## config.mk

```make
export PLATFORM = sky130hd
export DESIGN_NAME = byte_stuffed_frame_receiver_core_flat
export DESIGN_NICKNAME = d
export VERILOG_FILES = /design/src/rtl/bsfr_pkg.sv /design/src/rtl/bsfr_if.sv /design/src/rtl/bsfr_frame_fsm.sv /design/src/rtl/byte_stuffed_frame_receiver_core.sv /design/src/flat_wrapper.sv
export SDC_FILE = /design/constraint.sdc
export NUM_CORES = 1
export LEC_CHECK = 0
export BUFFER_PORTS_ARGS = -buffer_cell sky130_fd_sc_hd__buf_2
export CAP_MARGIN = 0
export CORE_ASPECT_RATIO = 2
export CORE_UTILIZATION = 53
export CTS_CLUSTER_SIZE = 10
export DETAILED_ROUTE_END_ITERATION = 10
export PLACE_DENSITY = 0.83
export SETUP_SLACK_MARGIN = 0.15
export SLEW_MARGIN = 5
export SYNTH_ARGS = -nofsm -noshare
export SYNTH_HDL_FRONTEND = slang
export SYNTH_HIERARCHICAL = 1
export SYNTH_SLANG_ARGS = --single-unit
```

## constraint.sdc

```tcl
create_clock -name clk -period 13.8 [get_ports clk]
set_clock_uncertainty 0.15 [all_clocks]
set_input_delay 0.69 -clock clk [delete_from_list [all_inputs] [get_ports clk]]
set_output_delay 0.69 -clock clk [all_outputs]
set_load 0.02 [all_outputs]
```

## src/rtl/bsfr_pkg.sv

```systemverilog
// ----------------------------------------------------------------------------
// bsfr_pkg: shared types and constants for the byte stuffed frame receiver
// Frame limits, status codes and the item/result structures that travel
// between the receiver top level and its frame state machine.
// ----------------------------------------------------------------------------
package bsfr_pkg;

  // Largest payload of one frame, in destuffed bytes
  localparam int MAX_PAYLOAD = 1024;
  // Raw bytes (opening flag included) after which a frame is abandoned
  localparam int RAW_LIMIT   = 2 * MAX_PAYLOAD + 10;

  localparam int BYTE_W = 8;
  localparam int LEN_W  = $clog2(MAX_PAYLOAD + 1);
  localparam int RAW_W  = $clog2(RAW_LIMIT + 1);
  localparam int CODE_W = 3;
  localparam int CFG_IDX_W = 2;

  // Configuration register indexes
  localparam logic [CFG_IDX_W-1:0] CFG_FLAG   = 2'd0;
  localparam logic [CFG_IDX_W-1:0] CFG_ESCAPE = 2'd1;
  localparam logic [CFG_IDX_W-1:0] CFG_MASK   = 2'd2;

  // Configuration reset values
  localparam logic [BYTE_W-1:0] FLAG_RST   = 8'd126;
  localparam logic [BYTE_W-1:0] ESCAPE_RST = 8'd125;
  localparam logic [BYTE_W-1:0] MASK_RST   = 8'd32;

  // Input kinds
  localparam logic KIND_BYTE    = 1'b0;
  localparam logic KIND_TIMEOUT = 1'b1;

  // End of frame status codes
  localparam logic [CODE_W-1:0] ST_SUPER_OK   = 3'd0;
  localparam logic [CODE_W-1:0] ST_DATA_OK    = 3'd1;
  localparam logic [CODE_W-1:0] ST_FRAME_ERR  = 3'd2;
  localparam logic [CODE_W-1:0] ST_HEADER_ERR = 3'd3;
  localparam logic [CODE_W-1:0] ST_DATA_ERR   = 3'd4;
  localparam logic [CODE_W-1:0] ST_TIMEOUT    = 3'd5;

  typedef struct packed {
    logic              kind;
    logic [BYTE_W-1:0] rx_byte;
  } item_t;

  typedef struct packed {
    logic [BYTE_W-1:0] flag_value;
    logic [BYTE_W-1:0] escape_value;
    logic [BYTE_W-1:0] stuff_mask;
  } cfg_t;

  typedef struct packed {
    logic              is_status;
    logic [BYTE_W-1:0] payload_byte;
    logic [CODE_W-1:0] status_code;
    logic [BYTE_W-1:0] frame_address;
    logic [BYTE_W-1:0] frame_control;
    logic [LEN_W-1:0]  payload_length;
  } res_t;

endpackage

```

## src/rtl/bsfr_if.sv

```systemverilog
// ----------------------------------------------------------------------------
// bsfr_if: valid/ready channels of the byte stuffed frame receiver
// Input channel carries line events, result channel carries payload bytes
// and end of frame status.
// ----------------------------------------------------------------------------
interface bsfr_in_if;
  logic                        valid;
  logic                        ready;
  logic                        kind;
  logic [bsfr_pkg::BYTE_W-1:0] rx_byte;

  modport source (output valid, output kind, output rx_byte, input ready);
  modport sink   (input valid, input kind, input rx_byte, output ready);
endinterface

interface bsfr_out_if;
  logic                        valid;
  logic                        ready;
  logic                        is_status;
  logic [bsfr_pkg::BYTE_W-1:0] payload_byte;
  logic [bsfr_pkg::CODE_W-1:0] status_code;
  logic [bsfr_pkg::BYTE_W-1:0] frame_address;
  logic [bsfr_pkg::BYTE_W-1:0] frame_control;
  logic [bsfr_pkg::LEN_W-1:0]  payload_length;

  modport source (output valid, output is_status, output payload_byte, output status_code,
                  output frame_address, output frame_control, output payload_length,
                  input ready);
  modport sink   (input valid, input is_status, input payload_byte, input status_code,
                  input frame_address, input frame_control, input payload_length,
                  output ready);
endinterface

```

## src/rtl/bsfr_frame_fsm.sv

```systemverilog
// ----------------------------------------------------------------------------
// bsfr_frame_fsm: frame state and per-event decode
// Holds the frame state (hunt/in-frame, header bytes, escape, held byte,
// running XOR, counters) and turns one line event into zero or one result.
// ----------------------------------------------------------------------------
module bsfr_frame_fsm (
  input  logic            clk,
  input  logic            rst_n,
  input  logic            step,
  input  bsfr_pkg::item_t item,
  input  bsfr_pkg::cfg_t  cfg,
  output logic            res_valid,
  output bsfr_pkg::res_t  res
);

  localparam logic PH_HUNT  = 1'b0;
  localparam logic PH_FRAME = 1'b1;

  logic                        phase_r, phase_nxt;
  logic [1:0]                  hdr_cnt_r, hdr_cnt_nxt;
  logic [bsfr_pkg::BYTE_W-1:0] address_r, address_nxt;
  logic [bsfr_pkg::BYTE_W-1:0] control_r, control_nxt;
  logic                        esc_pend_r, esc_pend_nxt;
  logic [bsfr_pkg::BYTE_W-1:0] held_r, held_nxt;
  logic                        held_vld_r, held_vld_nxt;
  logic [bsfr_pkg::BYTE_W-1:0] xor_r, xor_nxt;
  logic [bsfr_pkg::LEN_W-1:0]  pay_cnt_r, pay_cnt_nxt;
  logic [bsfr_pkg::RAW_W-1:0]  raw_cnt_r, raw_cnt_nxt;
  logic                        hdr_bad_r, hdr_bad_nxt;

  logic                        do_finish;
  logic                        emit;
  logic [bsfr_pkg::CODE_W-1:0] fin_code;
  logic [bsfr_pkg::CODE_W-1:0] close_code;
  logic [bsfr_pkg::BYTE_W-1:0] dbyte;
  logic [bsfr_pkg::RAW_W-1:0]  raw_inc;
  logic [bsfr_pkg::LEN_W-1:0]  pay_inc;

  assign raw_inc = raw_cnt_r + 1'b1;
  assign pay_inc = pay_cnt_r + 1'b1;
  assign dbyte   = esc_pend_r ? (item.rx_byte ^ cfg.stuff_mask) : item.rx_byte;

  // Status at the closing flag: length rules first, then header, then data check
  always_comb begin
    if (esc_pend_r || (hdr_cnt_r != 2'd3)) begin
      close_code = bsfr_pkg::ST_FRAME_ERR;
    end else if (!held_vld_r) begin
      close_code = hdr_bad_r ? bsfr_pkg::ST_HEADER_ERR : bsfr_pkg::ST_SUPER_OK;
    end else if (pay_cnt_r == '0) begin
      close_code = bsfr_pkg::ST_FRAME_ERR;
    end else if (hdr_bad_r) begin
      close_code = bsfr_pkg::ST_HEADER_ERR;
    end else begin
      close_code = (held_r != xor_r) ? bsfr_pkg::ST_DATA_ERR : bsfr_pkg::ST_DATA_OK;
    end
  end

  // Next state for one event
  always_comb begin
    phase_nxt    = phase_r;
    hdr_cnt_nxt  = hdr_cnt_r;
    address_nxt  = address_r;
    control_nxt  = control_r;
    esc_pend_nxt = esc_pend_r;
    held_nxt     = held_r;
    held_vld_nxt = held_vld_r;
    xor_nxt      = xor_r;
    pay_cnt_nxt  = pay_cnt_r;
    raw_cnt_nxt  = raw_cnt_r;
    hdr_bad_nxt  = hdr_bad_r;
    do_finish    = 1'b0;
    emit         = 1'b0;
    fin_code     = bsfr_pkg::ST_SUPER_OK;

    if (step) begin
      if (item.kind == bsfr_pkg::KIND_TIMEOUT) begin
        do_finish = 1'b1;
        fin_code  = bsfr_pkg::ST_TIMEOUT;
      end else if (phase_r == PH_HUNT) begin
        // opening flag starts a fresh frame, anything else is dropped
        if (item.rx_byte == cfg.flag_value) begin
          phase_nxt    = PH_FRAME;
          hdr_cnt_nxt  = '0;
          address_nxt  = '0;
          control_nxt  = '0;
          esc_pend_nxt = 1'b0;
          held_nxt     = '0;
          held_vld_nxt = 1'b0;
          xor_nxt      = '0;
          pay_cnt_nxt  = '0;
          raw_cnt_nxt  = bsfr_pkg::RAW_W'(1);
          hdr_bad_nxt  = 1'b0;
        end
      end else if (item.rx_byte == cfg.flag_value) begin
        do_finish = 1'b1;
        fin_code  = close_code;
      end else if (raw_inc >= bsfr_pkg::RAW_W'(bsfr_pkg::RAW_LIMIT)) begin
        do_finish = 1'b1;
        fin_code  = bsfr_pkg::ST_FRAME_ERR;
      end else if (!esc_pend_r && (item.rx_byte == cfg.escape_value)) begin
        esc_pend_nxt = 1'b1;
        raw_cnt_nxt  = raw_inc;
      end else begin
        esc_pend_nxt = 1'b0;
        raw_cnt_nxt  = raw_inc;
        if (hdr_cnt_r != 2'd3) begin
          // address, control, header check
          case (hdr_cnt_r)
            2'd0:    address_nxt = dbyte;
            2'd1:    control_nxt = dbyte;
            default: hdr_bad_nxt = (dbyte != (address_r ^ control_r));
          endcase
          hdr_cnt_nxt = hdr_cnt_r + 1'b1;
        end else if (held_vld_r &&
                     (pay_cnt_r >= bsfr_pkg::LEN_W'(bsfr_pkg::MAX_PAYLOAD))) begin
          do_finish = 1'b1;
          fin_code  = bsfr_pkg::ST_FRAME_ERR;
        end else begin
          // release the held byte, hold the new one
          if (held_vld_r) begin
            xor_nxt     = xor_r ^ held_r;
            pay_cnt_nxt = pay_inc;
            emit        = 1'b1;
          end
          held_nxt     = dbyte;
          held_vld_nxt = 1'b1;
        end
      end

      // every status result ends the frame
      if (do_finish) begin
        phase_nxt    = PH_HUNT;
        hdr_cnt_nxt  = '0;
        address_nxt  = '0;
        control_nxt  = '0;
        esc_pend_nxt = 1'b0;
        held_nxt     = '0;
        held_vld_nxt = 1'b0;
        xor_nxt      = '0;
        pay_cnt_nxt  = '0;
        raw_cnt_nxt  = '0;
        hdr_bad_nxt  = 1'b0;
      end
    end
  end

  // Result of this event
  always_comb begin
    res_valid          = do_finish | emit;
    res.is_status      = do_finish;
    res.payload_byte   = emit ? held_r : '0;
    res.status_code    = do_finish ? fin_code : bsfr_pkg::ST_SUPER_OK;
    res.frame_address  = address_r;
    res.frame_control  = control_r;
    res.payload_length = emit ? pay_inc : pay_cnt_r;
  end

  always_ff @(posedge clk) begin
    if (!rst_n) begin
      phase_r    <= PH_HUNT;
      hdr_cnt_r  <= '0;
      address_r  <= '0;
      control_r  <= '0;
      esc_pend_r <= 1'b0;
      held_r     <= '0;
      held_vld_r <= 1'b0;
      xor_r      <= '0;
      pay_cnt_r  <= '0;
      raw_cnt_r  <= '0;
      hdr_bad_r  <= 1'b0;
    end else begin
      phase_r    <= phase_nxt;
      hdr_cnt_r  <= hdr_cnt_nxt;
      address_r  <= address_nxt;
      control_r  <= control_nxt;
      esc_pend_r <= esc_pend_nxt;
      held_r     <= held_nxt;
      held_vld_r <= held_vld_nxt;
      xor_r      <= xor_nxt;
      pay_cnt_r  <= pay_cnt_nxt;
      raw_cnt_r  <= raw_cnt_nxt;
      hdr_bad_r  <= hdr_bad_nxt;
    end
  end

endmodule

```

## src/rtl/byte_stuffed_frame_receiver_core.sv

```systemverilog
// ----------------------------------------------------------------------------
// byte_stuffed_frame_receiver_core: byte stuffed frame receiver
// Hunts for flags, removes escape stuffing, checks the XOR header and data
// check bytes and emits payload bytes plus one status per frame.
// ----------------------------------------------------------------------------
//   channel | dir | handshake        | payload
//   in_ch   | in  | valid/ready      | kind, rx_byte
//   out_ch  | out | valid/ready      | is_status, payload_byte, status_code,
//           |     |                  | frame_address, frame_control, payload_length
//   cfg_*   | in  | cfg_we (no wait) | cfg_index, cfg_wdata
//
// One event per cycle while the output is not stalled: an accepted event is held
// in the input register, is decoded by the frame state machine and its result is
// registered in the output register, from which it can be taken.
// Reset (rst_n low, synchronous) restores flag/escape/mask and returns to hunting.
// A stalled output only holds the input register; the next event is taken as
// soon as the output register is taken or empty.
// ----------------------------------------------------------------------------
module byte_stuffed_frame_receiver_core (
  input  logic                           clk,
  input  logic                           rst_n,
  bsfr_in_if.sink                        in_ch,
  bsfr_out_if.source                     out_ch,
  input  logic                           cfg_we,
  input  logic [bsfr_pkg::CFG_IDX_W-1:0] cfg_index,
  input  logic [bsfr_pkg::BYTE_W-1:0]    cfg_wdata
);

  bsfr_pkg::cfg_t  cfg_r;
  bsfr_pkg::item_t in_r;
  logic            in_vld_r;
  bsfr_pkg::res_t  out_r;
  logic            out_vld_r;

  logic            proceed;
  logic            res_valid;
  bsfr_pkg::res_t  res;

  // Input register advances whenever the output register can take a result
  assign proceed     = in_vld_r && (!out_vld_r || out_ch.ready);
  assign in_ch.ready = !in_vld_r || proceed;

  // Configuration registers
  always_ff @(posedge clk) begin
    if (!rst_n) begin
      cfg_r.flag_value   <= bsfr_pkg::FLAG_RST;
      cfg_r.escape_value <= bsfr_pkg::ESCAPE_RST;
      cfg_r.stuff_mask   <= bsfr_pkg::MASK_RST;
    end else if (cfg_we) begin
      case (cfg_index)
        bsfr_pkg::CFG_FLAG:   cfg_r.flag_value   <= cfg_wdata;
        bsfr_pkg::CFG_ESCAPE: cfg_r.escape_value <= cfg_wdata;
        bsfr_pkg::CFG_MASK:   cfg_r.stuff_mask   <= cfg_wdata;
        default: ;
      endcase
    end
  end

  // Input register
  always_ff @(posedge clk) begin
    if (!rst_n) begin
      in_vld_r <= 1'b0;
    end else if (in_ch.ready) begin
      in_vld_r <= in_ch.valid;
    end
  end

  always_ff @(posedge clk) begin
    if (in_ch.valid && in_ch.ready) begin
      in_r.kind    <= in_ch.kind;
      in_r.rx_byte <= in_ch.rx_byte;
    end
  end

  bsfr_frame_fsm u_fsm (
    .clk       (clk),
    .rst_n     (rst_n),
    .step      (proceed),
    .item      (in_r),
    .cfg       (cfg_r),
    .res_valid (res_valid),
    .res       (res)
  );

  // Output register
  always_ff @(posedge clk) begin
    if (!rst_n) begin
      out_vld_r <= 1'b0;
    end else if (proceed) begin
      out_vld_r <= res_valid;
    end else if (out_ch.ready) begin
      out_vld_r <= 1'b0;
    end
  end

  always_ff @(posedge clk) begin
    if (proceed && res_valid) begin
      out_r <= res;
    end
  end

  assign out_ch.valid          = out_vld_r;
  assign out_ch.is_status      = out_r.is_status;
  assign out_ch.payload_byte   = out_r.payload_byte;
  assign out_ch.status_code    = out_r.status_code;
  assign out_ch.frame_address  = out_r.frame_address;
  assign out_ch.frame_control  = out_r.frame_control;
  assign out_ch.payload_length = out_r.payload_length;

  // A timeout event always turns into a timeout status transaction
  a_timeout_status: assert property (@(posedge clk) disable iff (!rst_n)
    proceed && (in_r.kind == bsfr_pkg::KIND_TIMEOUT) |=>
      out_vld_r && out_r.is_status && (out_r.status_code == bsfr_pkg::ST_TIMEOUT))
    else $error("timeout event did not produce timeout status");

  // Payload transactions carry no code and count at least one byte
  a_payload_fields: assert property (@(posedge clk) disable iff (!rst_n)
    out_vld_r && !out_r.is_status |->
      (out_r.status_code == bsfr_pkg::ST_SUPER_OK) && (out_r.payload_length != '0) &&
      (out_r.payload_length <= bsfr_pkg::LEN_W'(bsfr_pkg::MAX_PAYLOAD)))
    else $error("malformed payload transaction");

  // Status codes stay within the defined set and carry a zero byte
  a_status_fields: assert property (@(posedge clk) disable iff (!rst_n)
    out_vld_r && out_r.is_status |->
      (out_r.status_code <= bsfr_pkg::ST_TIMEOUT) && (out_r.payload_byte == '0))
    else $error("malformed status transaction");

  // An event held by a stalled output stays in the input register
  a_input_hold: assert property (@(posedge clk) disable iff (!rst_n)
    in_vld_r && !proceed |=> in_vld_r && $stable(in_r))
    else $error("input register lost an event");

endmodule
```

## src/flat_wrapper.sv

```systemverilog
// flat-port wrapper written by rule: the top's interface ports become plain ports
module byte_stuffed_frame_receiver_core_flat 
  (clk, rst_n, cfg_we, cfg_index, cfg_wdata, in_ch_valid, in_ch_kind, in_ch_rx_byte, in_ch_ready, out_ch_valid, out_ch_is_status, out_ch_payload_byte, out_ch_status_code, out_ch_frame_address, out_ch_frame_control, out_ch_payload_length, out_ch_ready);
  bsfr_in_if in_ch_i ();
  bsfr_out_if out_ch_i ();
  input  logic clk;
  input  logic rst_n;
  input  logic cfg_we;
  input  logic [bsfr_pkg::CFG_IDX_W-1:0] cfg_index;
  input  logic [bsfr_pkg::BYTE_W-1:0] cfg_wdata;
  input wire logic [$bits(in_ch_i.valid)-1:0] in_ch_valid;
  input wire logic [$bits(in_ch_i.kind)-1:0] in_ch_kind;
  input wire logic [$bits(in_ch_i.rx_byte)-1:0] in_ch_rx_byte;
  output wire logic [$bits(in_ch_i.ready)-1:0] in_ch_ready;
  output wire logic [$bits(out_ch_i.valid)-1:0] out_ch_valid;
  output wire logic [$bits(out_ch_i.is_status)-1:0] out_ch_is_status;
  output wire logic [$bits(out_ch_i.payload_byte)-1:0] out_ch_payload_byte;
  output wire logic [$bits(out_ch_i.status_code)-1:0] out_ch_status_code;
  output wire logic [$bits(out_ch_i.frame_address)-1:0] out_ch_frame_address;
  output wire logic [$bits(out_ch_i.frame_control)-1:0] out_ch_frame_control;
  output wire logic [$bits(out_ch_i.payload_length)-1:0] out_ch_payload_length;
  input wire logic [$bits(out_ch_i.ready)-1:0] out_ch_ready;
  assign in_ch_i.valid = in_ch_valid;
  assign in_ch_i.kind = in_ch_kind;
  assign in_ch_i.rx_byte = in_ch_rx_byte;
  assign in_ch_ready = in_ch_i.ready;
  assign out_ch_valid = out_ch_i.valid;
  assign out_ch_is_status = out_ch_i.is_status;
  assign out_ch_payload_byte = out_ch_i.payload_byte;
  assign out_ch_status_code = out_ch_i.status_code;
  assign out_ch_frame_address = out_ch_i.frame_address;
  assign out_ch_frame_control = out_ch_i.frame_control;
  assign out_ch_payload_length = out_ch_i.payload_length;
  assign out_ch_i.ready = out_ch_ready;
  byte_stuffed_frame_receiver_core u_core (.clk(clk), .rst_n(rst_n), .in_ch(in_ch_i), .out_ch(out_ch_i), .cfg_we(cfg_we), .cfg_index(cfg_index), .cfg_wdata(cfg_wdata));
endmodule
```

# After elaboration in Yosys (flattened, before gate mapping)
# Index checks and enable logic that the tools add are counted.
dict set report word_totals {
  reg_bits 135
  input_bits 24
  out_inout_bits 41
  word_cells 206
}
dict set report classes {
  n_mux 120
  reduce_logical 34
  magnitude_cmp 2
  eq_ne 15
  addsub 3
  n_bitwise 7
}
# cell n
set ops {}
lappend ops {{two-way mux 8 bit} 35}
lappend ops {{two-way mux 11 bit} 11}
lappend ops {{two-way mux 12 bit} 6}
lappend ops {{two-way mux 1 bit} 47}
lappend ops {{AND reduction 8 bit} 4}
lappend ops {{two-way mux 2 bit} 13}
lappend ops {{two-way mux 3 bit} 8}
lappend ops {{bitwise XOR 8 bit} 3}
lappend ops {{equality test 8 bit} 2}
lappend ops {{!= test 8 bit} 2}
lappend ops {{!= test 3 x 2 -> 1 bit (second input constant)} 5}
lappend ops {{nonzero test 3 bit} 5}
lappend ops {{adder 12 x 1 -> 12 bit (second input constant)} 1}
lappend ops {{greater-or-equal comparator 12 bit (second input constant)} 1}
lappend ops {{adder 11 x 1 -> 11 bit (second input constant)} 1}
lappend ops {{greater-or-equal comparator 11 bit (second input constant)} 1}
lappend ops {{zero test 11 bit} 1}
lappend ops {{AND reduction 2 bit} 5}
lappend ops {{AND reduction 9 bit} 1}
lappend ops {{AND reduction 7 bit} 1}
lappend ops {{logical AND 1 bit} 5}
lappend ops {{AND reduction 5 bit} 1}
lappend ops {{equality test 2 x 1 -> 1 bit (second input constant)} 2}
lappend ops {{zero test 2 bit} 2}
lappend ops {{other kinds (11)} 18}

# Depth between registers and ports, before layout
# Gate-level depths: netlist (run 1).
dict set report depth {
  ltp_word 13
  depth_mapped 12
  depth_no_buf 11
}

# Hierarchy
# The synthesis (run 1) kept the hierarchy.
# mod seq_area_each_um2 n_inst area_per_inst_um2 cells_each
set modules_own_cells {}
lappend modules_own_cells {bsfr_frame_fsm 1221.2 1 3922.5 475}
lappend modules_own_cells {byte_stuffed_frame_receiver_core 1961.9 1 2521.2 155}

# Worst setup path before layout (run 1)
# OpenSTA, ideal clock, no wires.
dict set report synth_timing {
  path_kind {register to register}
  start {reg u_core/u_fsm/raw_cnt_r[1] in the netlist's numbering}
  end {reg u_core.out_r, in the netlist u_core/out_ch.frame_address[0] (enable)}
  required_ns 13.210
  n_path_buf 2
  stages_incl_launch_ff 13
  arrival_time_ns 4.148
  setup_time_ns 0.440
  slack_ns 9.062
  synth_period_minus_slack_ns 4.738
  cell_sequence {dfxtp_1 inv_1 ha_1 or3b_1 a21oi_1 o2111a_2 a21oi_4 nor4b_2 buf_2 buf_2 nand2b_1 nand2_1 nor2b_1}
}
dict set report synth_between {
  elab_chain_cells 10
  word_cells_on_any_way 15
  cone_classes {add/sub: 1; order compare: 1; mux: 11; bitwise: 1; reduce/logical: 1}
}
# item line_no
set synth_lines {}
lappend synth_lines {{start, declared} bsfr_frame_fsm.sv:28} ;# logic [bsfr_pkg::RAW_W-1:0] raw_cnt_r, raw_cnt_nxt;
lappend synth_lines {{start signal, assigned} bsfr_frame_fsm.sv:181} ;# raw_cnt_r <= raw_cnt_nxt;
lappend synth_lines {{adder 12 x 1 -> 12 bit *} bsfr_frame_fsm.sv:39} ;# assign raw_inc = raw_cnt_r + 1'b1;
lappend synth_lines {{greater-or-equal comparator 12 bit *} bsfr_frame_fsm.sv:97} ;# end else if (raw_inc >= bsfr_pkg::RAW_W'(bsfr_pkg::RAW_LIMIT)) begin
lappend synth_lines {{two-way mux 1 bit} bsfr_frame_fsm.sv:97}
lappend synth_lines {{two-way mux 1 bit} bsfr_frame_fsm.sv:94} ;# end else if (item.rx_byte == cfg.flag_value) begin
lappend synth_lines {{two-way mux 1 bit} bsfr_frame_fsm.sv:79} ;# end else if (phase_r == PH_HUNT) begin
lappend synth_lines {{two-way mux 1 bit} bsfr_frame_fsm.sv:76} ;# if (item.kind == bsfr_pkg::KIND_TIMEOUT) begin
lappend synth_lines {{two-way mux 1 bit (2 in a row)} bsfr_frame_fsm.sv:75} ;# if (step) begin
lappend synth_lines {{OR 1 bit *} bsfr_frame_fsm.sv:149} ;# res_valid = do_finish | emit;
lappend synth_lines {{net u_core.res_valid} byte_stuffed_frame_receiver_core.sv:36} ;# logic res_valid;
lappend synth_lines {{logical AND 1 bit *} byte_stuffed_frame_receiver_core.sv:97} ;# if (proceed && res_valid) begin
lappend synth_lines {{end signal, assigned} byte_stuffed_frame_receiver_core.sv:98} ;# out_r <= res;
lappend synth_lines {{end, declared} byte_stuffed_frame_receiver_core.sv:32} ;# bsfr_pkg::res_t out_r;
# Mark *: on every way through the listed nets, which the timed path passes. The rest lies on a longest branch. The select of a mux whose other input is x is not followed.
# A chain may end at the register's enable or synchronous reset.

# Worst setup path after layout (run 1)
dict set report layout_timing {
  start {reg u_core/in_r[7] in the netlist's numbering}
  end {reg u_core.out_r, in the netlist u_core/out_ch.frame_address[7] (enable)}
}
dict set report layout_between {
  elab_chain_cells 11
  word_cells_on_any_way 18
  cone_classes {eq/ne: 2; mux: 13; bitwise: 1; reduce/logical: 2}
}
# item line_no
set layout_lines {}
lappend layout_lines {{start, declared} byte_stuffed_frame_receiver_core.sv:30} ;# bsfr_pkg::item_t in_r;
lappend layout_lines {{equality test 8 bit} bsfr_frame_fsm.sv:100} ;# end else if (!esc_pend_r && (item.rx_byte == cfg.escape_value)) begin
lappend layout_lines {{logical AND 1 bit} bsfr_frame_fsm.sv:100}
lappend layout_lines {{two-way mux 1 bit} bsfr_frame_fsm.sv:100}
lappend layout_lines {{two-way mux 1 bit} bsfr_frame_fsm.sv:97}
lappend layout_lines {{two-way mux 1 bit} bsfr_frame_fsm.sv:94}
lappend layout_lines {{two-way mux 1 bit} bsfr_frame_fsm.sv:79}
lappend layout_lines {{two-way mux 1 bit} bsfr_frame_fsm.sv:76}
lappend layout_lines {{two-way mux 1 bit (2 in a row)} bsfr_frame_fsm.sv:75}
lappend layout_lines {{OR 1 bit *} bsfr_frame_fsm.sv:149}
lappend layout_lines {{net u_core.res_valid} byte_stuffed_frame_receiver_core.sv:36}
lappend layout_lines {{logical AND 1 bit *} byte_stuffed_frame_receiver_core.sv:97}
# Marks and branches as above.

==> impl_metrics.ini, run 1 <==
[worst_hold_path]
hp-class = primary input to flop

[synth]
synth_area_mm2 = 0.006444
synth_top_area_share_pct = 27.03
netlist_instances = 630
ys.flop_type = dfxtp_1
ys_types = 68
ys_async_sr_fraction_pct = 0
ys_ff_latch = 135
synth_nets = 661
synth-edff-count = 48
avgSynthCellArea_um2 = 10.23
ys_seq_area_share_pct = 49.40
synthTopCellsByArea = dfxtp_1 (27%), edfxtp_1 (22%), xnor2_1 (4.8%)
ys_warn_count = 6
yosys.area.top_type = dfxtp_1

[global_route]
groute.usage.overall_pct = 26.52
grt_pass1_wl_um = 24810
grt_max_degree = 43
gr-total-overflow = 0
grt_pass1_vias = 5177
antenna_found_initial = 0

[worst_setup_path]
crit_path_cell_trace = xor2_1, nor4_1, and2_1, or3_1, a31oi_4, nand2b_1, nand2_1, nor2b_4
crit_path_start_kind = flop
critPathBufInv = 0
required_ns = 13.70
path_max_fanout = 39
critical_path_class = flop to flop
arrival_ns = 4.52
cp_top_family = simple AND/OR/NAND/NOR gates
max_stage_delay_ns = 0.84
critPathCaptureType = flop
slowest_stage = nor2b_4

[cells_and_area]
multi_input_area_mm2 = 0.003002
nets = 717
nFillCells = 933
utilization_pct = 63.01
syn_to_final_growth_pct = 15.11
antenna_cells = 0
drive_above_1_share_pct = 17.88
regArea_mm2 = 0.003183

[die]
start_util_pct = 54.74
core-area_mm2 = 0.01177
io_pins = 65
die_w_um = 79.97
fp-row-count = 56
die_h_um = 157.9
dieArea_mm2 = 0.01263

[clock_tree]
htree_levels = 4
cts_sinks = 135
cts-resized-gates = 0
cts_buffers = 17
cts_setup_buffers = 0
cts-root-buf = clkbuf_16
clk_path_buf_depth = 2
clock_latency_ns = 0.43
ctsHoldBuffers = 0
clkTransAtPathRegs_ns = 0.06
cts_tree = yes

[placed_design]
gp_congestion = 0.9570
place_hpwl_um = 11160
io_buffers = 64

[sta]
hold_viol_final = 0
rsz0062_at_grt = no
fmax_mhz = 216.2
fin_crit_sh_pct = 33.52
tightest_slew_ns = 1.072
slew_headroom_pct = 28.38
drv_slew = 0
finalSetupTns_ns = 0
fin_crit_ns = 4.626
setup-violations-final = 0

[route]
drt_iter0_drc = 487
ant_nets = 0
vias_per_cell = 5.979
drtPass1Iterations = 5
drcViolationCount = 0
wl_per_cell_um = 18.39
drt-total-wl_um = 15520
vias = 5046

[status]
outcome = complete, no violations

[pwr]
vdd_drop_max_v = 0.00009819
p_leak_nw = 2.603
p_per_area_mw_per_mm2 = 121.1

[run]
cap_violations = 0
==> logic make-up after synthesis <==
logic type	Yosys count	share of synthesized area, %
multiplexers	30	4.660
XOR/XNOR	61	8.408
AO/OA/AOI/OAI	119	13.34
flip-flops	135	49.40
buffers and inverters	62	4.427
AND/OR/NAND/NOR	216	18.41
adder cells (fa/ha/maj)	7	1.359
==> where the power goes <==
part           internal [W]  total [W]  switching [W]
combinational     0.0000145  0.0000407      0.0000262
clock              0.000247   0.000436       0.000189
sequential         0.000417   0.000421     0.00000462
==> cell type report <==
cell class,instances,area share (%)
tap,145,2.446
clock inverter,14,1.704
sequential,135,42.91
multi-input combinational,433,40.47
inverter,29,1.468
clock buffer,18,6.073
timing repair buffer,70,4.926
==> cell usage after synthesis (19+ instances only) <==
cell type,n
a21oi_1,20
edfxtp_1,48
nor4_1,19
inv_1,28
dfxtp_1,87
nor2b_1,20
xor2_1,25
nand3_1,19
o21ai_0,38
nand2_1,68
mux2i_1,30
xnor2_1,35
==> metal layers <==
layer	track usage (%)	routed length, um
met1	24.06	5216
met2	50.35	8845
met3	6.225	647
met4	17.52	812
met5	0	0
==> state kept, by name, summed over array words and instances (netlist names), 8 cells and up <==
| register | count |
|---|---|
| u_core/cfg_r | 24 |
| u_core/u_fsm/raw_cnt_r | 12 |
| u_core/out_ch.payload_length | 11 |
| u_core/u_fsm/pay_cnt_r | 11 |
| u_core/in_r | 9 |
| u_core/out_ch.frame_address | 8 |
| u_core/out_ch.frame_control | 8 |
| u_core/out_ch.payload_byte | 8 |
| u_core/u_fsm/address_r | 8 |
| u_core/u_fsm/control_r | 8 |
| u_core/u_fsm/held_r | 8 |
| u_core/u_fsm/xor_r | 8 |
==> placed cells by master (no fill, tap or decap), types with 7 or more instances in the layout <==
master / instances
dfxtp_1: 87
nand2_1: 68
buf_2: 64
edfxtp_1: 48
o21ai_0: 38
xnor2_1: 35
mux2i_1: 30
inv_1: 28
xor2_1: 25
a21oi_1: 20
nor2b_1: 19
nand3_1: 19
nor4_1: 19
clkbuf_16: 18
and2_1: 15
nand4_1: 15
nor2_1: 11
o2bb2ai_1: 9
inv_6: 8
nand2b_1: 8
o31ai_1: 8
o21ai_1: 8
ha_1: 7
==> worst reg2reg max path: cells and delay by family, from the launching register on <==
kind / cells / cell delay, ns
AOI/OAI and AO/OA: 1 / 0.17
xor gates and xnor gates: 1 / 0.21
DFF: 1 / 0.46
and+or+nand+nor: 6 / 3.21
==> stage by stage <==
step | area [um2] | setup WS, ns | power, W | hold WS, ns | cells
after floorplan | 6444 | 9.062 | 0.0004554 | 0.2848 | 630
after global placement | 6840 | 9.545 | 0.0004677 | 0.2973 | 812
after detailed placement | 6840 | 9.381 | 0.0004694 | 0.3113 | 812
after CTS | 7417 | 9.256 | 0.0009021 | 0.2772 | 844
after global routing | 7417 | 9.021 | 0.0009271 | 0.2743 | 844
final | 7417 | 9.174 | 0.0008982 | 0.2854 | 844
==> path summary, 6_finish.rpt <==
kind	to	slack [ns]	start	depth (start not counted)
setup / recovery	u_core/out_ch.frame_address[7]	9.17	u_core/in_r[7]	8
setup reg to reg	u_core/out_ch.frame_address[7]	9.17	u_core/in_r[7]	8
hold / removal	u_core/in_r[6]	0.29	in_ch_rx_byte[6]	1
hold reg to reg	u_core/cfg_r[6]	0.32	u_core/cfg_r[6]	2
Power figures use the tool's default switching activity.
==> inputs of run 2 (changes only) <==
- clock period: 13.8 -> 4.4 ns (I/O delays scaled with it)
==> impl_metrics.ini, run 2 (synthesis results as in run 1) <==
[status]
outcome = complete, no violations

[global_route]
grt_max_degree = 52
grt_pass1_vias = 5334
groute.usage.overall_pct = 27.66
gr-total-overflow = 0
grt_pass1_wl_um = 25990
antenna_found_initial = 0

[worst_setup_path]
critPathCaptureType = flop
arrival_ns = 3.45
path_max_fanout = 39
required_ns = 4.41
critical_path_class = flop to flop
max_stage_delay_ns = 0.61
cp-startpoint = u_core/u_fsm/raw_cnt_r[0]
crit_path_cell_trace = ha_1, and4_4, nand4_1, o2bb2a_2, a21oi_4, or3_1, a31oi_4, nand2b_1, nand2_1, nor2b_4, buf_12
reg2reg_slack_ns = 0.96
r2r-start = u_core/u_fsm/raw_cnt_r[0]
slowest_stage = or3_1
crit_path_start_kind = flop

[clock_tree]
clkTransAtPathRegs_ns = 0.06
cts_sinks = 135
clk_path_buf_depth = 2
cts-resized-gates = 0
cts_tree = yes
clock_latency_ns = 0.42
cts-root-buf = clkbuf_16
cts_buffers = 17
htree_levels = 4

[route]
ant_nets = 0
wl_per_cell_um = 19.08
drcViolationCount = 0
vias_per_cell = 6.038
vias = 5247
drtPass1Iterations = 5
drt-total-wl_um = 16580
drt_iter0_drc = 428

[cells_and_area]
final_cell_mix = dfxtp_1 (87), nand2_1 (68), buf_2 (64), edfxtp_1 (48), o21ai_0 (38)
stdcell_count = 869
antenna_cells = 0
largest_register_ffs = 24
drive_above_1_share_pct = 17.54
regMostFlops = u_core/cfg_r
nets = 742
final_area_mm2 = 0.007665
utilization_pct = 65.11
syn_to_final_growth_pct = 18.95
layout_commonest_cell = dfxtp_1
top_regs = u_core/cfg_r (24), u_core/u_fsm/raw_cnt_r (12)

[die]
core-area_mm2 = 0.01177
start_util_pct = 54.74
io_pins = 65
die_w_um = 79.97
dieArea_mm2 = 0.01263
die_h_um = 157.9
fp-row-count = 56

[pwr]
p_per_area_mw_per_mm2 = 373.1
vdd_drop_max_v = 0.0003986
p_leak_nw = 2.721
p_total_w = 0.002859

[placed_design]
place_hpwl_um = 11360
dp.cells = 817
dpl_cell_area_mm2 = 0.006885
gp_congestion = 0.9518
io_buffers = 64

[sta]
fmax_mhz = 290.5
setup-violations-final = 0
rsz0062_at_grt = no
drv_slew = 0
slew_headroom_pct = 36.00
tightest_slew_ns = 0.9558
fin_crit_sh_pct = 78.23
hold_viol_final = 0
fin_crit_ns = 3.442
finalSetupTns_ns = 0

[run]
cap_violations = 0

[worst_hold_path]
hp-start = cfg_index[1]
hp-class = primary input to flop
run 2: changes by cell type in the layout (fill, tap and decap cells not counted), moves of 2 or more:
cell           before  now
clkinv_2            1    3
clkbuf_1            0    2
buf_4               6   10
dlygate4sd3_1       0   20
clkinv_4            1    3
inv_6               8    3
bufinv_16           0    2
run 2: timing repair:
action | 4_1_cts | 5_1_grt
buffers inserted | 0 | 0
hold buffers | 20 | 0
endpoints found under the hold margin | 33 | 0
run 2: worst max-delay path: cells and delay by family (launching register included):
kind | cells | cell delay [ns]
compound gates | 3 | 0.69
fa+ha+maj | 1 | 0.39
buf+inv | 1 | 0.17
flops | 1 | 0.48
simple gates | 6 | 1.26
run 2: area by class of cell:
class,count,area [um2]
Multi-Input combinational cell,433,2997
Sequential cell,135,3183
Inverter,29,108.9
Timing Repair Buffer,95,615.6
Fill cell,900,4106
Clock inverter,13,146.4
Clock buffer,19,432.9
Tap cell,145,181.4
run 2: final timing paths:
check                                        end  cells after the start
hold reg to reg                  u_core/cfg_r[2]                      2
hold / removal                  u_core/cfg_r[17]                      3
setup reg to reg  u_core/out_ch.frame_address[5]                     11
setup / recovery  u_core/out_ch.frame_address[5]                     11
run 2: power breakdown:
group / switching, W / total, W / internal [W]
clock: 0.000550 / 0.00139 / 0.000842
sequential: 0.0000145 / 0.00132 / 0.00131
combinational: 0.0000877 / 0.000146 / 0.0000587
run 2: stage by stage:
stage	setup slack, ns	hold WS [ns]
finish	0.9578	0.05869
CTS	0.9917	0.03711
global placement	1.052	0.2464
global route	0.7581	0.06944
detailed placement	1.013	0.2481
floorplan	0.3993	0.1689
run 2: layer usage:
layer | track usage, % | up-vias | wire [um]
met2 | 52.83 | 234 | 9309
met3 | 6.513 | 62 | 834
met5 | 0 | - | 0
met4 | 16.07 | 0 | 807
li1 | - | 2417 | -
met1 | 25.73 | 2534 | 5629
